### config.mk
export PLATFORM = sky130hd
export DESIGN_NAME = selector_string_decoder_top
export DESIGN_NICKNAME = d
export VERILOG_FILES = /design/src/design/ssd_pkg.sv /design/src/design/selector_string_decoder_top.sv /design/src/design/ssd_ctrl.sv /design/src/design/ssd_datapath.sv
export SDC_FILE = /design/constraint.sdc
export NUM_CORES = 2
export LEC_CHECK = 0
export ABC_AREA = 1
export BUFFER_PORTS_ARGS = -buffer_cell sky130_fd_sc_hd__buf_2
export CELL_PAD_IN_SITES_DETAIL_PLACEMENT = 2
export CELL_PAD_IN_SITES_GLOBAL_PLACEMENT = 2
export CORE_MARGIN = 2
export CORE_UTILIZATION = 45
export DETAILED_ROUTE_END_ITERATION = 16
export GPL_ROUTABILITY_DRIVEN = 0
export PLACE_DENSITY_LB_ADDON = 0.15
export SYNTH_ARGS = -nofsm -noshare
export SYNTH_HDL_FRONTEND = slang
export SYNTH_SLANG_ARGS = --single-unit
### constraint.sdc
create_clock -name clk -period 5.2 [get_ports clk]
set_clock_uncertainty 0.2 [all_clocks]
set_input_delay 1.04 -clock clk [delete_from_list [all_inputs] [get_ports clk]]
set_output_delay 1.04 -clock clk [all_outputs]
set_load 0.02 [all_outputs]
### src/design/ssd_pkg.sv
// Shared constants, types and character helpers for the selector string decoder.
`timescale 1ns / 1ps
package ssd_pkg;

	// Sizes
	localparam int MAX_CHARS = 128;
	localparam int MAX_SEL   = 64;
	localparam int CCW       = $clog2(MAX_CHARS + 1);  // character count width
	localparam int CAW       = $clog2(MAX_CHARS);      // character store address width
	localparam int SCW       = $clog2(MAX_SEL + 1);    // selector count width
	localparam int SAW       = $clog2(MAX_SEL);        // selector buffer address width

	// Configuration port
	localparam int CFG_AW = 1;
	localparam int CFG_DW = 7;
	localparam logic [CFG_AW-1:0] REG_LITERAL_MODE    = 1'd0;
	localparam logic [CFG_AW-1:0] REG_SELECTOR_LENGTH = 1'd1;
	localparam logic [CFG_DW-1:0] SEL_LEN_RESET       = 7'd64;

	// Characters
	localparam logic [7:0] CH_BSL   = 8'h5c;
	localparam logic [7:0] CH_HASH  = 8'h23;
	localparam logic [7:0] CH_ZERO  = 8'h30;
	localparam logic [7:0] CH_PLUS  = 8'h2b;
	localparam logic [7:0] CH_MINUS = 8'h2d;
	localparam logic [7:0] CH_SPACE = 8'h20;
	localparam logic [7:0] CH_NUL   = 8'h00;

	// Result codes
	localparam logic [1:0] FORM_HEX  = 2'd0;
	localparam logic [1:0] FORM_HASH = 2'd1;
	localparam logic [1:0] FORM_LIT  = 2'd2;
	localparam logic [1:0] STAT_OK    = 2'd0;
	localparam logic [1:0] STAT_EMPTY = 2'd1;
	localparam logic [1:0] STAT_OVF   = 2'd2;

	typedef enum logic [4:0] {
		S_LOAD,
		S_DECIDE,
		S_HASH_CHK,
		S_X_FETCH,
		S_X_HI,
		S_X_LO_RD,
		S_X_LO,
		S_H_FETCH,
		S_H_EX,
		S_H_WR_HI,
		S_H_WR_LO,
		S_L_FETCH,
		S_L_EX,
		S_L_ESC_RD,
		S_L_ESC,
		S_L_UNK,
		S_N_FETCH,
		S_N_EX,
		S_N_END,
		S_E_RD,
		S_E_OUT,
		S_E_NONE
	} ctl_state_t;

	typedef enum logic [4:0] {
		OP_NONE,
		OP_LOAD,
		OP_PREP_STATUS,
		OP_HEX_BEGIN,
		OP_HEX_HI,
		OP_HEX_LO,
		OP_HASH_BEGIN,
		OP_HASH_STEP,
		OP_HASH_WR_HI,
		OP_HASH_WR_LO,
		OP_LIT_BEGIN,
		OP_LIT_CHAR,
		OP_LIT_SKIP,
		OP_LIT_ESC,
		OP_LIT_UNK,
		OP_NUM_STEP,
		OP_NUM_END,
		OP_LIT_END,
		OP_EMIT_BYTE,
		OP_EMIT_STATUS
	} dp_op_t;

	typedef struct packed {
		dp_op_t op;
		logic   clear;     // string done: return load state to reset values
	} ctl_cmd_t;

	typedef struct packed {
		logic in_end;        // current request ends the string
		logic no_content;    // overflowed or empty string
		logic hex_ok;        // hex form applies
		logic literal_mode;
		logic is_hash;       // fetched character is '#'
		logic p_end;         // read pointer at string end
		logic pos_full;      // selector buffer full
		logic hex_done;      // all hex pairs packed
		logic hash_stop;     // fetched character ends the decimal parse
		logic is_bsl;        // fetched character is a backslash
		logic bsl_trailing;  // backslash is the final character
		logic esc_dec;       // escape starts a numeric code
		logic esc_mapped;    // escape has a fixed translation
		logic room_two;      // two more bytes fit
		logic num_dec;       // fetched character is a decimal digit
		logic elen_zero;     // nothing to emit
		logic emit_last;     // current emit index is the final byte
		logic out_space;     // output register can take a result
	} dp_status_t;

	function automatic logic is_dec(input logic [7:0] c);
		return (c >= 8'h30) && (c <= 8'h39);
	endfunction

	function automatic logic is_hex(input logic [7:0] c);
		return is_dec(c) || ((c >= 8'h61) && (c <= 8'h66)) || ((c >= 8'h41) && (c <= 8'h46));
	endfunction

	function automatic logic [3:0] hex_nib(input logic [7:0] c);
		logic [7:0] v;
		if (is_dec(c)) begin
			v = c - CH_ZERO;
		end else if ((c >= 8'h61) && (c <= 8'h66)) begin
			v = c - 8'h57;
		end else begin
			v = c - 8'h37;
		end
		return v[3:0];
	endfunction

	function automatic logic is_ws(input logic [7:0] c);
		return (c == CH_SPACE) || ((c >= 8'h09) && (c <= 8'h0d));
	endfunction

	function automatic logic esc_known(input logic [7:0] c);
		return (c == 8'h62) || (c == 8'h66) || (c == 8'h6e) || (c == 8'h72) || (c == 8'h74) ||
			(c == CH_BSL);
	endfunction

	function automatic logic [7:0] esc_map(input logic [7:0] c);
		logic [7:0] r;
		unique case (c)
			8'h62:   r = 8'h08;  // \b
			8'h66:   r = 8'h0c;  // \f
			8'h6e:   r = 8'h0a;  // \n
			8'h72:   r = 8'h0d;  // \r
			8'h74:   r = 8'h09;  // \t
			default: r = CH_BSL;
		endcase
		return r;
	endfunction

endpackage

### src/design/selector_string_decoder_top.sv
// Top level of the selector string decoder: sequencer plus datapath.
`timescale 1ns / 1ps
// Usage
//  Input channel (in_valid/in_ready): one request per string character, in_last on the
//  final one; in_empty ends a string that has no characters. Characters load at one per
//  cycle into a 128-entry character store.
//  Output channel (out_valid/out_ready): one result per selector byte, out_last on the
//  final one; empty or oversize strings give a single status-only result.
//  Config port (cfg_we/cfg_addr/cfg_wdata): index 0 literal_mode, index 1 selector_length;
//  write only while the block is idle.
//  Sequence: after the final character the decode walk reads the store through its single
//  registered read port, then the emit walk steps through the selector bytes; in_ready is
//  low from the final character until the last result enters the output register.
//  Reset: clears the load state and the output valid flag; literal_mode = 0,
//  selector_length = 64. The character store needs no clearing pass.
//  Stall: a result waits in the output register while out_ready is low; the emit walk of
//  the same string pauses until it is taken.
module selector_string_decoder_top import ssd_pkg::*; (
	input  logic              clk,
	input  logic              arst_n,
	input  logic              cfg_we,
	input  logic [CFG_AW-1:0] cfg_addr,
	input  logic [CFG_DW-1:0] cfg_wdata,
	input  logic              in_valid,
	output logic              in_ready,
	input  logic [7:0]        in_char,
	input  logic              in_last,
	input  logic              in_empty,
	output logic              out_valid,
	input  logic              out_ready,
	output logic [7:0]        out_byte,
	output logic [5:0]        byte_index,
	output logic              out_last,
	output logic              out_valid_byte,
	output logic [1:0]        form,
	output logic [1:0]        status,
	output logic [6:0]        result_count
);

	ctl_cmd_t   cmd;
	dp_status_t stat;

	ssd_ctrl u_ctrl (
		.clk      (clk),
		.arst_n   (arst_n),
		.in_valid (in_valid),
		.in_ready (in_ready),
		.stat     (stat),
		.cmd      (cmd)
	);

	ssd_datapath u_datapath (
		.clk            (clk),
		.arst_n         (arst_n),
		.cfg_we         (cfg_we),
		.cfg_addr       (cfg_addr),
		.cfg_wdata      (cfg_wdata),
		.in_char        (in_char),
		.in_last        (in_last),
		.in_empty       (in_empty),
		.cmd            (cmd),
		.stat           (stat),
		.out_valid      (out_valid),
		.out_ready      (out_ready),
		.out_byte       (out_byte),
		.byte_index     (byte_index),
		.out_last       (out_last),
		.out_valid_byte (out_valid_byte),
		.form           (form),
		.status         (status),
		.result_count   (result_count)
	);

endmodule

### src/design/ssd_ctrl.sv
// Sequencer for the selector string decoder: load, decode and emit phases.
`timescale 1ns / 1ps
module ssd_ctrl import ssd_pkg::*; (
	input  logic       clk,
	input  logic       arst_n,
	input  logic       in_valid,
	output logic       in_ready,
	input  dp_status_t stat,
	output ctl_cmd_t   cmd
);

	ctl_state_t state_q, state_d;

	// State register
	always_ff @(posedge clk or negedge arst_n) begin
		if (!arst_n) begin
			state_q <= S_LOAD;
		end else begin
			state_q <= state_d;
		end
	end

	// Next state
	always_comb begin
		state_d = state_q;
		unique case (state_q)
			S_LOAD: begin
				if (in_valid && stat.in_end) state_d = S_DECIDE;
			end
			S_DECIDE: begin
				if (stat.no_content) state_d = S_E_NONE;
				else if (stat.hex_ok) state_d = S_X_FETCH;
				else if (stat.literal_mode) state_d = S_L_FETCH;
				else state_d = S_HASH_CHK;
			end
			S_HASH_CHK: state_d = stat.is_hash ? S_H_FETCH : S_L_FETCH;
			// hex pairs
			S_X_FETCH:  state_d = stat.hex_done ? S_E_RD : S_X_HI;
			S_X_HI:     state_d = S_X_LO_RD;
			S_X_LO_RD:  state_d = S_X_LO;
			S_X_LO:     state_d = S_X_FETCH;
			// hash decimal
			S_H_FETCH:  state_d = stat.p_end ? S_H_WR_HI : S_H_EX;
			S_H_EX:     state_d = stat.hash_stop ? S_H_WR_HI : S_H_FETCH;
			S_H_WR_HI:  state_d = S_H_WR_LO;
			S_H_WR_LO:  state_d = S_E_RD;
			// escaped literal
			S_L_FETCH:  state_d = (stat.p_end || stat.pos_full) ? S_E_RD : S_L_EX;
			S_L_EX: begin
				if (stat.is_bsl && !stat.bsl_trailing) state_d = S_L_ESC_RD;
				else state_d = S_L_FETCH;
			end
			S_L_ESC_RD: state_d = S_L_ESC;
			S_L_ESC: begin
				if (stat.esc_dec) state_d = S_N_FETCH;
				else if (!stat.esc_mapped && stat.room_two) state_d = S_L_UNK;
				else state_d = S_L_FETCH;
			end
			S_L_UNK:    state_d = S_L_FETCH;
			S_N_FETCH:  state_d = stat.p_end ? S_N_END : S_N_EX;
			S_N_EX:     state_d = stat.num_dec ? S_N_FETCH : S_N_END;
			S_N_END:    state_d = S_L_FETCH;
			// emit
			S_E_RD:     state_d = stat.elen_zero ? S_E_NONE : S_E_OUT;
			S_E_OUT: begin
				if (stat.out_space) state_d = stat.emit_last ? S_LOAD : S_E_RD;
			end
			S_E_NONE: begin
				if (stat.out_space) state_d = S_LOAD;
			end
			default: state_d = S_LOAD;
		endcase
	end

	// Outputs
	always_comb begin
		in_ready  = 1'b0;
		cmd.op    = OP_NONE;
		cmd.clear = 1'b0;
		unique case (state_q)
			S_LOAD: begin
				in_ready = 1'b1;
				if (in_valid) cmd.op = OP_LOAD;
			end
			S_DECIDE: begin
				if (stat.no_content) cmd.op = OP_PREP_STATUS;
				else if (stat.hex_ok) cmd.op = OP_HEX_BEGIN;
				else if (stat.literal_mode) cmd.op = OP_LIT_BEGIN;
			end
			S_HASH_CHK: cmd.op = stat.is_hash ? OP_HASH_BEGIN : OP_LIT_BEGIN;
			S_X_HI:     cmd.op = OP_HEX_HI;
			S_X_LO:     cmd.op = OP_HEX_LO;
			S_H_EX: begin
				if (!stat.hash_stop) cmd.op = OP_HASH_STEP;
			end
			S_H_WR_HI:  cmd.op = OP_HASH_WR_HI;
			S_H_WR_LO:  cmd.op = OP_HASH_WR_LO;
			S_L_FETCH: begin
				if (stat.p_end || stat.pos_full) cmd.op = OP_LIT_END;
			end
			S_L_EX: begin
				if (stat.is_bsl && !stat.bsl_trailing) cmd.op = OP_LIT_SKIP;
				else cmd.op = OP_LIT_CHAR;
			end
			S_L_ESC:    cmd.op = OP_LIT_ESC;
			S_L_UNK:    cmd.op = OP_LIT_UNK;
			S_N_EX: begin
				if (stat.num_dec) cmd.op = OP_NUM_STEP;
			end
			S_N_END:    cmd.op = OP_NUM_END;
			S_E_OUT: begin
				if (stat.out_space) begin
					cmd.op    = OP_EMIT_BYTE;
					cmd.clear = stat.emit_last;
				end
			end
			S_E_NONE: begin
				if (stat.out_space) begin
					cmd.op    = OP_EMIT_STATUS;
					cmd.clear = 1'b1;
				end
			end
			default: cmd.op = OP_NONE;
		endcase
	end

endmodule

### src/design/ssd_datapath.sv
// Datapath: config registers, character store, decode registers, selector buffer, output.
`timescale 1ns / 1ps
module ssd_datapath import ssd_pkg::*; (
	input  logic              clk,
	input  logic              arst_n,
	input  logic              cfg_we,
	input  logic [CFG_AW-1:0] cfg_addr,
	input  logic [CFG_DW-1:0] cfg_wdata,
	input  logic [7:0]        in_char,
	input  logic              in_last,
	input  logic              in_empty,
	input  ctl_cmd_t          cmd,
	output dp_status_t        stat,
	output logic              out_valid,
	input  logic              out_ready,
	output logic [7:0]        out_byte,
	output logic [5:0]        byte_index,
	output logic              out_last,
	output logic              out_valid_byte,
	output logic [1:0]        form,
	output logic [1:0]        status,
	output logic [6:0]        result_count
);

	// Configuration and load state
	logic              literal_mode_q;
	logic [CFG_DW-1:0] sel_len_q;
	logic [CCW-1:0]    count_q;
	logic              all_hex_q;
	logic              ovf_q;
	logic              term_q;

	// Stores
	logic [7:0] char_mem [MAX_CHARS];
	logic [7:0] sel_buf  [MAX_SEL];
	logic [7:0] chr_rd_q;
	logic [7:0] buf_rd_q;

	// Walk pointers
	logic [CCW-1:0] p_q;
	logic [SCW-1:0] pos_q;
	logic [SCW-1:0] idx_q;

	// Decode registers
	logic [3:0]  nib_q;
	logic [15:0] hacc_q;
	logic        neg_q;
	logic        phase_q;   // 0: leading blanks and sign, 1: digits
	logic [6:0]  nacc_q;
	logic        base10_q;
	logic [7:0]  esc_q;

	// Result descriptor
	logic [1:0]     form_q;
	logic [1:0]     stat_q;
	logic [SCW-1:0] count_res_q;
	logic [SCW-1:0] elen_q;
	logic [SCW-1:0] bfill_q;

	// Output register
	logic       out_valid_q;
	logic [7:0] out_byte_q;
	logic [5:0] out_idx_q;
	logic       out_last_q;
	logic       out_vb_q;
	logic [1:0] out_form_q;
	logic [1:0] out_stat_q;
	logic [6:0] out_cnt_q;

	// Combinational helpers
	logic [SCW-1:0] nsel;
	logic [CCW-2:0] half;
	logic [SCW-1:0] hex_cnt;
	logic [SCW-1:0] hash_len;
	logic [7:0]     c;
	logic           c_dec;
	logic           c_ws;
	logic           c_sign;
	logic [3:0]     c_digit;
	logic [15:0]    hash_val;
	logic [15:0]    hacc_next;
	logic [6:0]     nacc_next;
	logic           char_we;
	logic           buf_we;
	logic [SAW-1:0] buf_waddr;
	logic [7:0]     buf_wdata;
	logic           out_space;

	assign c       = chr_rd_q;
	assign c_dec   = is_dec(c);
	assign c_ws    = is_ws(c);
	assign c_sign  = (c == CH_PLUS) || (c == CH_MINUS);
	assign c_digit = 4'(c - CH_ZERO);

	assign nsel     = (sel_len_q > CFG_DW'(MAX_SEL)) ? SCW'(MAX_SEL) : SCW'(sel_len_q);
	assign half     = count_q[CCW-1:1];
	assign hex_cnt  = (CCW'(nsel) < CCW'(half)) ? nsel : SCW'(half);
	assign hash_len = (nsel < SCW'(2)) ? nsel : SCW'(2);

	assign hash_val  = neg_q ? (16'd0 - hacc_q) : hacc_q;
	assign hacc_next = (hacc_q << 3) + (hacc_q << 1) + 16'(c_digit);
	assign nacc_next = (base10_q ? ((nacc_q << 3) + (nacc_q << 1)) : (nacc_q << 3)) +
		7'(c_digit);

	assign out_space = !out_valid_q || out_ready;

	assign char_we = (cmd.op == OP_LOAD) && !in_empty && !term_q && (in_char != CH_NUL) &&
		(count_q < CCW'(MAX_CHARS));

	// Status to the sequencer
	always_comb begin
		stat.in_end       = in_empty || in_last;
		stat.no_content   = ovf_q || (count_q == '0);
		stat.hex_ok       = !literal_mode_q && all_hex_q && (count_q >= CCW'(2)) && !count_q[0];
		stat.literal_mode = literal_mode_q;
		stat.is_hash      = (c == CH_HASH);
		stat.p_end        = (p_q >= count_q);
		stat.pos_full     = (pos_q >= nsel);
		stat.hex_done     = (pos_q >= bfill_q);
		stat.hash_stop    = phase_q ? !c_dec : !(c_ws || c_sign || c_dec);
		stat.is_bsl       = (c == CH_BSL);
		stat.bsl_trailing = (({1'b0, p_q} + (CCW + 1)'(1)) >= {1'b0, count_q});
		stat.esc_dec      = c_dec;
		stat.esc_mapped   = esc_known(c);
		stat.room_two     = ((pos_q + SCW'(1)) < nsel);
		stat.num_dec      = c_dec;
		stat.elen_zero    = (elen_q == '0);
		stat.emit_last    = ((idx_q + SCW'(1)) == elen_q);
		stat.out_space    = out_space;
	end

	// Selector buffer write port
	always_comb begin
		buf_we    = 1'b0;
		buf_waddr = pos_q[SAW-1:0];
		buf_wdata = c;
		case (cmd.op)
			OP_HEX_LO: begin
				buf_we    = 1'b1;
				buf_wdata = {nib_q, hex_nib(c)};
			end
			OP_HASH_WR_HI: begin
				buf_we    = 1'b1;
				buf_waddr = '0;
				buf_wdata = hash_val[15:8];
			end
			OP_HASH_WR_LO: begin
				buf_we    = 1'b1;
				buf_waddr = SAW'(1);
				buf_wdata = hash_val[7:0];
			end
			OP_LIT_CHAR: buf_we = 1'b1;
			OP_LIT_ESC: begin
				buf_we    = !c_dec;
				buf_wdata = esc_known(c) ? esc_map(c) : CH_BSL;
			end
			OP_LIT_UNK: begin
				buf_we    = 1'b1;
				buf_wdata = esc_q;
			end
			OP_NUM_END: begin
				buf_we    = 1'b1;
				buf_wdata = {1'b0, nacc_q};
			end
			default: buf_we = 1'b0;
		endcase
	end

	// Control registers
	always_ff @(posedge clk or negedge arst_n) begin
		if (!arst_n) begin
			literal_mode_q <= 1'b0;
			sel_len_q      <= SEL_LEN_RESET;
			count_q        <= '0;
			all_hex_q      <= 1'b1;
			ovf_q          <= 1'b0;
			term_q         <= 1'b0;
			p_q            <= '0;
			pos_q          <= '0;
			idx_q          <= '0;
			out_valid_q    <= 1'b0;
		end else begin
			if (cfg_we) begin
				unique case (cfg_addr)
					REG_LITERAL_MODE:    literal_mode_q <= cfg_wdata[0];
					REG_SELECTOR_LENGTH: sel_len_q      <= cfg_wdata;
				endcase
			end

			case (cmd.op)
				OP_LOAD: begin
					if (!in_empty && !term_q) begin
						if (in_char == CH_NUL) begin
							term_q <= 1'b1;
						end else if (count_q < CCW'(MAX_CHARS)) begin
							count_q <= count_q + CCW'(1);
							if (!is_hex(in_char)) all_hex_q <= 1'b0;
						end else begin
							ovf_q <= 1'b1;
						end
					end
				end
				OP_HEX_BEGIN, OP_LIT_BEGIN: begin
					p_q   <= '0;
					pos_q <= '0;
				end
				OP_HASH_BEGIN: p_q <= CCW'(1);
				OP_HEX_HI, OP_HASH_STEP, OP_LIT_SKIP, OP_NUM_STEP: p_q <= p_q + CCW'(1);
				OP_HEX_LO, OP_LIT_CHAR: begin
					p_q   <= p_q + CCW'(1);
					pos_q <= pos_q + SCW'(1);
				end
				OP_LIT_ESC: begin
					p_q <= p_q + CCW'(1);
					if (!c_dec) pos_q <= pos_q + SCW'(1);
				end
				OP_LIT_UNK, OP_NUM_END: pos_q <= pos_q + SCW'(1);
				OP_EMIT_BYTE: idx_q <= idx_q + SCW'(1);
				default: ;
			endcase

			// end of string: back to the empty load state
			if (cmd.clear) begin
				count_q   <= '0;
				all_hex_q <= 1'b1;
				ovf_q     <= 1'b0;
				term_q    <= 1'b0;
				p_q       <= '0;
				pos_q     <= '0;
				idx_q     <= '0;
			end

			if ((cmd.op == OP_EMIT_BYTE) || (cmd.op == OP_EMIT_STATUS)) out_valid_q <= 1'b1;
			else if (out_ready) out_valid_q <= 1'b0;
		end
	end

	// Character store, one write and one registered read
	always_ff @(posedge clk) begin
		if (char_we) char_mem[count_q[CAW-1:0]] <= in_char;
		chr_rd_q <= char_mem[p_q[CAW-1:0]];
	end

	// Selector buffer, one write and one registered read
	always_ff @(posedge clk) begin
		if (buf_we) sel_buf[buf_waddr] <= buf_wdata;
		buf_rd_q <= sel_buf[idx_q[SAW-1:0]];
	end

	// Decode and output payload registers
	always_ff @(posedge clk) begin
		case (cmd.op)
			OP_PREP_STATUS: begin
				stat_q      <= ovf_q ? STAT_OVF : STAT_EMPTY;
				form_q      <= FORM_HEX;
				count_res_q <= '0;
				elen_q      <= '0;
				bfill_q     <= '0;
			end
			OP_HEX_BEGIN: begin
				stat_q      <= STAT_OK;
				form_q      <= FORM_HEX;
				count_res_q <= hex_cnt;
				elen_q      <= nsel;
				bfill_q     <= hex_cnt;
			end
			OP_HEX_HI: nib_q <= hex_nib(c);
			OP_HASH_BEGIN: begin
				stat_q      <= STAT_OK;
				form_q      <= FORM_HASH;
				count_res_q <= SCW'(2);
				elen_q      <= hash_len;
				bfill_q     <= SCW'(2);
				hacc_q      <= '0;
				neg_q       <= 1'b0;
				phase_q     <= 1'b0;
			end
			OP_HASH_STEP: begin
				if (phase_q) begin
					hacc_q <= hacc_next;
				end else if (c_sign) begin
					neg_q   <= (c == CH_MINUS);
					phase_q <= 1'b1;
				end else if (c_dec) begin
					hacc_q  <= hacc_next;
					phase_q <= 1'b1;
				end
			end
			OP_LIT_BEGIN: begin
				stat_q <= STAT_OK;
				form_q <= FORM_LIT;
			end
			OP_LIT_ESC: begin
				esc_q    <= c;
				nacc_q   <= 7'(c_digit);
				base10_q <= (c != CH_ZERO);
			end
			OP_NUM_STEP: nacc_q <= nacc_next;
			OP_LIT_END: begin
				count_res_q <= pos_q;
				elen_q      <= pos_q;
				bfill_q     <= pos_q;
			end
			OP_EMIT_BYTE: begin
				out_byte_q <= (idx_q < bfill_q) ? buf_rd_q : 8'd0;
				out_idx_q  <= 6'(idx_q);
				out_last_q <= stat.emit_last;
				out_vb_q   <= 1'b1;
				out_form_q <= form_q;
				out_stat_q <= stat_q;
				out_cnt_q  <= 7'(count_res_q);
			end
			OP_EMIT_STATUS: begin
				out_byte_q <= 8'd0;
				out_idx_q  <= 6'd0;
				out_last_q <= 1'b1;
				out_vb_q   <= 1'b0;
				out_form_q <= form_q;
				out_stat_q <= stat_q;
				out_cnt_q  <= 7'(count_res_q);
			end
			default: ;
		endcase
	end

	assign out_valid      = out_valid_q;
	assign out_byte       = out_byte_q;
	assign byte_index     = out_idx_q;
	assign out_last       = out_last_q;
	assign out_valid_byte = out_vb_q;
	assign form           = out_form_q;
	assign status         = out_stat_q;
	assign result_count   = out_cnt_q;

endmodule

# == Word level (Yosys, flattened, before mapping) ==
# Memory sizes are Yosys's and may differ from the RTL's. A register that Yosys moved wholly into a read port is not among the register bits.
# Cells that the tools add are included.
# totals
register_bits,130
mem_bits_rw,1536
inputBits,23
out_inout_bits,29
wordCells,311
mem_count,2
# memory_table
name,depth,word_bits,read_ports,rd_clocked_by_memory_dff,write_ports,line_no,rtl
u_datapath.char_mem,128,8,1,1,1,ssd_datapath.sv:34,logic [7:0] char_mem [MAX_CHARS];
u_datapath.sel_buf,64,8,1,1,1,ssd_datapath.sv:35,logic [7:0] sel_buf [MAX_SEL];
# classes
addsub,13
n_lt_le_gt_ge,23
n_eq_ne,63
mux,101
bitwise,1
n_reduce_logical,79
# ops
cell,n
$pmux W5 S21,1
$eq A5 B4 Y1 const B,16
$pmux W5 S16,1
$mux W16,4
$mux W7,9
$mux W5,12
$mux W8,7
$pmux W7 S4,2
$eq A5 B5 Y1 const B,10
$eq A8 B7 Y1 const B,6
$pmux W8 S6,1
$eq A5 B3 Y1 const B,8
$pmux W7 S5,1
$eq A8 B6 Y1 const B,4
$mux W4,8
$pmux W16 S2,1
$mux W1,31
$ge A8 B7 Y1 const B,3
$le A8 B7 Y1 const B,3
$pmux W6 S2,2
$pmux W8 S3,1
$lt A7 B7 Y1,3
$pmux W7 S3,1
$eq A5 B2 Y1 const B,4
other kinds (57),141

# == Longest topological paths before layout ==
# depth
word_depth,16
ltp_mapped,27
depth_no_buf,23

# == Modules after synthesis ==
# A second synthesis with hierarchy kept.
# unflattened
hier_cells,6761
hier_area_um2,72851.1
# modules_own_cells
mod,n_inst,cells_per_inst,area_each_um2,seq_area_each_um2
ssd_datapath,1,6601,71972.8,49990.4
ssd_ctrl,1,160,878.3,125.1

# == Worst setup path after synthesis ==
# OpenSTA, ideal clock, no wires.
# synth_path
kind,register to register
start,register u_datapath.p_q[0]
end,"memory u_datapath.char_mem[122][0], enable pin"
setup_ns,0.383
t_arrival_ns,3.955
required_ns,4.617
path_slack_ns,0.662
stages_incl_launch_ff,26
n_path_buf,5
synth_period_minus_slack_ns,4.538
path_cell_list,dfrtp_1 buf_2 inv_1 buf_2 clkbuf_1 clkbuf_1 nor3_1 inv_1 nor2_1 inv_1 o21ai_0 o21ai_0 inv_1 ha_1 nand2_1 inv_1 nand3_1 nor2_1 nor2_1 nand4_1 a21oi_1 nand3_1 nor2_4 buf_6 nand2_1 nor3_1
# synth_between
elab_chain_cells,13
word_cells_on_any_way,16
classes_between,add/sub (1); order compare (2); eq/ne (1); mux (5); reduce/logical (7)
# synth_rtl
element,line_no,rtl
start: declaration,ssd_datapath.sv:40,logic [CCW-1:0] p_q;
start signal: assignment,ssd_datapath.sv:208,"OP_HEX_HI, OP_HASH_STEP, OP_LIT_SKIP, OP_NUM_STEP: p_q <= p_q + CCW'(1);"
start signal: assignment,ssd_datapath.sv:210,p_q <= p_q + CCW'(1);
start signal: assignment,ssd_datapath.sv:214,p_q <= p_q + CCW'(1);
$add A8 B1 Y9,ssd_datapath.sv:122,"stat.bsl_trailing = (({1'b0, p_q} + (CCW + 1)'(1)) >= {1'b0, count_q});"
$ge A9 B8 Y1,ssd_datapath.sv:122,
$logic_not A1 Y1,ssd_ctrl.sv:102,if (stat.is_bsl && !stat.bsl_trailing) cmd.op = OP_LIT_SKIP;
$logic_and A1 B1 Y1,ssd_ctrl.sv:102,
$mux W3,ssd_ctrl.sv:102,
$pmux W5 S16 (*),ssd_ctrl.sv:80,unique case (state_q)
$eq A5 B1 Y1 (*),ssd_datapath.sv:107,assign char_we = (cmd.op == OP_LOAD) && !in_empty && !term_q && (in_char != CH_NUL) &&
$logic_and A1 B1 Y1 (*) (4 in a row),ssd_datapath.sv:107,
$mux W1 (*),ssd_datapath.sv:240,if (char_we) char_mem[count_q[CAW-1:0]] <= in_char;
$mux W1 (implied by the code) (*),ssd_datapath.sv:240,
end: declaration,ssd_datapath.sv:34,
# Mark *: on every way between the ends. The rest lies on a longest branch, timed or not.

# == Worst setup path in the final report ==
# layout_path
start,register u_datapath.sel_len_q[3]
end,"memory u_datapath.char_mem[23][2], enable pin"
# layout_between
elab_chain_cells,13
# layout_rtl
element,line_no,rtl
start: declaration,ssd_datapath.sv:27,logic [CFG_DW-1:0] sel_len_q;
start signal: assignment,ssd_datapath.sv:186,REG_SELECTOR_LENGTH: sel_len_q <= cfg_wdata;
$gt A7 B7 Y1,ssd_datapath.sv:95,assign nsel = (sel_len_q > CFG_DW'(MAX_SEL)) ? SCW'(MAX_SEL) : SCW'(sel_len_q);
$mux W7 (*),ssd_datapath.sv:95,
$ge A7 B7 Y1 (*),ssd_datapath.sv:118,stat.pos_full = (pos_q >= nsel);
$logic_or A1 B1 Y1 (*),ssd_ctrl.sv:99,if (stat.p_end || stat.pos_full) cmd.op = OP_LIT_END;
$mux W5 (*),ssd_ctrl.sv:99,
$pmux W5 S16 (*),ssd_ctrl.sv:80,
$eq A5 B1 Y1 (*),ssd_datapath.sv:107,
$logic_and A1 B1 Y1 (*) (4 in a row),ssd_datapath.sv:107,
$mux W1 (*),ssd_datapath.sv:240,
$mux W1 (implied by the code) (*),ssd_datapath.sv:240,
# Marks and branches as above.

==> results by group <==
Outcome
  • Run status: complete, but fails checks
  • Failing checks: negative setup slack

Pwr
  • Leakage power: 26.5 nW
  • Sequential share of power: between 30% and 40%
  • Power density cells: around 570 nW/um^2
  • Clock share of power: roughly 29%
  • Max IR drop VDD: 0.467 mV
  • Gate power share: about 33%
  • Sw frac: between 30% and 40%
  • Sw Pwr: 0.0176 W
  • Cell internal pwr: 0.0269 W

Critical path
  • Crit Path Category: reg2reg
  • CP startpoint: u_datapath.sel_len_q[3]$_DFFE_PN0P_
  • CP Data Arrival Time: about 5500 ps
  • CP max FO: 17
  • Critical path startpoint category: register
  • CP max stage cell: nor2_1
  • Largest stage delay, worst path: around 800 ps
  • Worst R2R Path Depth: 22
  • FF-to-FF Start: u_datapath.sel_len_q[3]$_DFFE_PN0P_
  • Critical Path RT: between 5000 and 6000 ps
  • Crit. End Element: register
  • Cell mode on critical path: nand2_1
  • Worst R2R End: u_datapath.char_mem[23][2]$_DFFE_PP_
  • Worst reg2reg setup slack: -90 ps
  • Crit-path cells: inv_1 -> nand2_1 -> nor4_1 -> nand2_1 -> nand2_1 -> inv_1 -> nor2_1 -> inv_1 -> ha_1 -> nand2_1 -> nor2_1 -> nand2_1 -> o211ai_1 -> nor2_1 -> nor2_2 -> inv_1 -> nand3_1 -> nand3_1 -> nor2_4 -> buf_12 -> nand4_1 -> nor2_1

Yosys
  • Synth warn: 0
  • Synth Register Bits: about 1700
  • Post-synth ARST share: 2.79%
  • Post-synth EDFFs: around 1600
  • Synth Flop Type: edfxtp_1
  • Synth Area in Compound Gates: between 10 and 15%
  • Largest family of logic cells by synthesized area: compound AO/OA/AOI/OAI gates
  • Syn Inst Count: around 5500
  • Adder-cell share of the synthesized area: 1.76%
  • Mux contribution to synthesized area: 0.0645%
  • Syn Area/Cell: approximately 13 sq um
  • Sequential area share after synthesis: between 70% and 80%
  • Simple-gate area share of the yosys netlist: 9.83%
  • Synth Net Count: around 5700
  • Cell area after synthesis: roughly 70000 sq um
  • Post-Synth XOR/XNOR Area: 0.502%
  • Synth unique cells: 59

Drt
  • Via count: 49100
  • Router iterations before antenna repair: 6
  • Overall routed net length: ~260 mm
  • DRT antenna net count: 0
  • Routed WL per cell: 33.0 microns
  • Starting DRC count in detailed routing: about 5000
  • Drt drc: 0
  • Vias per cell: about 6.3

Place
  • Count of input and output buffers: 51
  • HPWL Detailed: between 150 and 200 mm
  • Dpl cell area: 72600 sq um
  • Setup WS pre-CTS: 37.1 ps

Floorplan
  • Core area: roughly 150000 sq um
  • Row cnt: roughly 140
  • Die H: approximately 400 microns
  • Die X: between 300 and 400 microns
  • # IOs: 52
  • Initial Util: between 40% and 50%
  • Full die area: 158000 sq um

Finish
  • Final net count: around 5700
  • Most frequent cells in the layout: edfxtp_1 (1619), nor2_1 (747), o21ai_0 (644)
  • Diodes inserted: 0
  • Share of cells above drive strength 1: 10.7%
  • Layout area overhead: 12.9%
  • Fillers: around 15000
  • Most common cell after layout, fill and taps aside: edfxtp_1
  • Post-route cell area: just under 80000 sq um

Global route
  • Overflow after GRT: 0
  • Global-route wire length before repair: 373 mm
  • GRT Total Usage: around a third
  • Largest net degree at the start of global routing: between 150 and 200
  • Vias in the first global route: 53000
  • Initial antenna violation count: 3

Worst hold path
  • Worst hold path type: in2async

Timing
  • TNS Setup: -6670 ps
  • Final worst path period share: 102%
  • Final setup vio count: 146
  • Setup WS post-layout: -94.0 ps
  • RSZ-0062 raised after global routing: yes
  • Final hold vios: 0
  • Worst Max-Slew Pin Slew: roughly 1300 ps
  • Clock period minus worst slack: 5290 ps
  • Fin. max-slew vios: 0
  • Slew Limit Headroom: 11.4%
  • Peak Freq: 0.189 GHz

Clock network
  • CTS Hold Buffers Added: 0
  • CTS Sinks: between 1500 and 2000
  • CTS root buffer: clkbuf_16
  • Total CTS buffers: roughly 180
  • CTS tree: built
  • Worst-Skew Late Latency: between 800 and 900 ps
  • CTS H-tree depth: 4
  • Clock Tree Buf Depth: 3
  • Clock transition at the registers of the reported paths: ~60 ps

Flow run
  • Max cap viols: 0
==> layer usage <==
| metal | global-route usage [%] | up-vias | part of all wire (%) |
|---|---|---|---|
| met2 | 54.9 | 1983 | 50 |
| met5 | 0 | - | 0.0051 |
| met4 | 13.2 | 2 | 4.1 |
| met1 | 41.4 | 25800 | 40 |
| met3 | 4.04 | 516 | 5.8 |
| li1 | - | 20800 | - |
==> power groups by stage <==
stage | sequential, W | clock [W] | combinational, W
after floorplan | 0.0171 | 0 | 0.00775
after detailed placement | 0.0172 | 0 | 0.0143
after global routing | 0.0170 | 0.0134 | 0.0157
after CTS | 0.0170 | 0.0129 | 0.0146
after global placement | 0.0172 | 0 | 0.0136
final | 0.0170 | 0.0128 | 0.0148
==> registers in the layout, indices dropped and copies added, names as in the netlist, 4 cells and up <==
signal,cells
u_datapath.count_q,8
u_datapath.sel_buf,512
u_datapath.result_count,7
u_datapath.nib_q,4
u_datapath.idx_q,7
u_datapath.out_byte,8
u_datapath.sel_len_q,7
u_datapath.hacc_q,16
u_datapath.pos_q,7
u_ctrl.state_q,5
u_datapath.c,8
u_datapath.count_res_q,7
u_datapath.elen_q,7
u_datapath.buf_rd_q,8
u_datapath.char_mem,1024
u_datapath.p_q,8
u_datapath.byte_index,6
u_datapath.esc_q,8
u_datapath.nacc_q,7
==> how the worst max path moves through the flow <==
stage / to / depth (start not counted)
floorplan: u_datapath.char_mem[122][0]$_DFFE_PP_ / 25
global placement: u_datapath.char_mem[28][6]$_DFFE_PP_ / 6
detailed placement: u_datapath.char_mem[45][0]$_DFFE_PP_ / 22
CTS: u_datapath.char_mem[37][1]$_DFFE_PP_ / 22
global route: u_datapath.char_mem[83][3]$_DFFE_PP_ / 22
finish: u_datapath.char_mem[23][2]$_DFFE_PP_ / 22
==> cells by family (layout without fill, tap and decap cells) <==
group,count (synthesis),in the layout
buffers and inverters,582,750
muxes,4,4
adders and majority gates,96,96
AOI/OAI and AO/OA,1481,1481
xor gates and xnor gates,40,40
and+or+nand+nor,1658,1658
DFF,1682,1682
==> cell type report <==
type	count	area [sq um]	share of cell area [%]
clock buffers	221	4770	6.05
clock inverters	105	1030	1.30
inverters	239	918	1.16
multi-input cells	3279	18000	22.8
flip-flops and latches	1682	50100	63.6
well taps	2044	2560	3.24
repair buffers	185	1470	1.86
==> synth_stat cells, drive strengths merged, types with 2 or more instances <==
cell	n	share of area, %
clkbuf	309	1.7
nand4	39	0.42
o31ai	11	0.12
a21boi	2	0.021
nor3	44	0.33
a211oi	3	0.032
o21ai	650	4.7
or2	11	0.099
mux2	4	0.065
a31oi	20	0.18
ha	92	1.6
nand2	458	2.5
nor2	844	4.6
dfxtp	16	0.46
and3	2	0.018
nand3	238	1.7
nand3b	5	0.054
fa	4	0.11
xor2	32	0.40
edfxtp	1619	70
nor3b	3	0.032
clkinv	8	0.043
buf	34	0.22
a22oi	2	0.021
o22ai	59	0.53
xnor2	8	0.10
a221oi	6	0.075
o311ai	3	0.038
o21bai	3	0.038
inv	231	1.2
o21a	5	0.054
dfrtp	45	1.6
nor4	12	0.12
o221ai	337	4.2
dfstp	2	0.075
o211ai	33	0.35
a22o	2	0.025
o2111ai	4	0.050
a21oi	336	2.4
==> what timing repair did <==
| item | in CTS | in global routing |
|---|---|---|
| gates resized for setup | 15 | 99 |
| setup endpoints to repair | 100 | 1341 |
| buffers inserted | 0 | 15 |
==> stage by stage <==
| step | power [W] | utilization (%) | cells | hold WS [ps] |
|---|---|---|---|---|
| 6_report | 0.0446 | 51.2 | 7755 | 213 |
| 5_1_grt | 0.0460 | 51.2 | 7755 | 225 |
| 4_1_cts | 0.0445 | 50.9 | 7740 | 217 |
| 3_5_place_dp | 0.0316 | 47.1 | 7414 | 209 |
| 3_3_place_gp | 0.0308 | 47.1 | 7413 | 206 |
| 2_1_floorplan | 0.0248 | - | 5543 | 200 |
==> critical path: cells and delay by family (launching register included) <==
kind	cells	cell delay, ps
adder cells (fa/ha/maj)	1	350
buffers and inverters	5	650
AO/OA/AOI/OAI	1	100
AND/OR/NAND/NOR	15	3230
flip-flops	1	370
No activity file was read; power rests on OpenSTA's default activity.
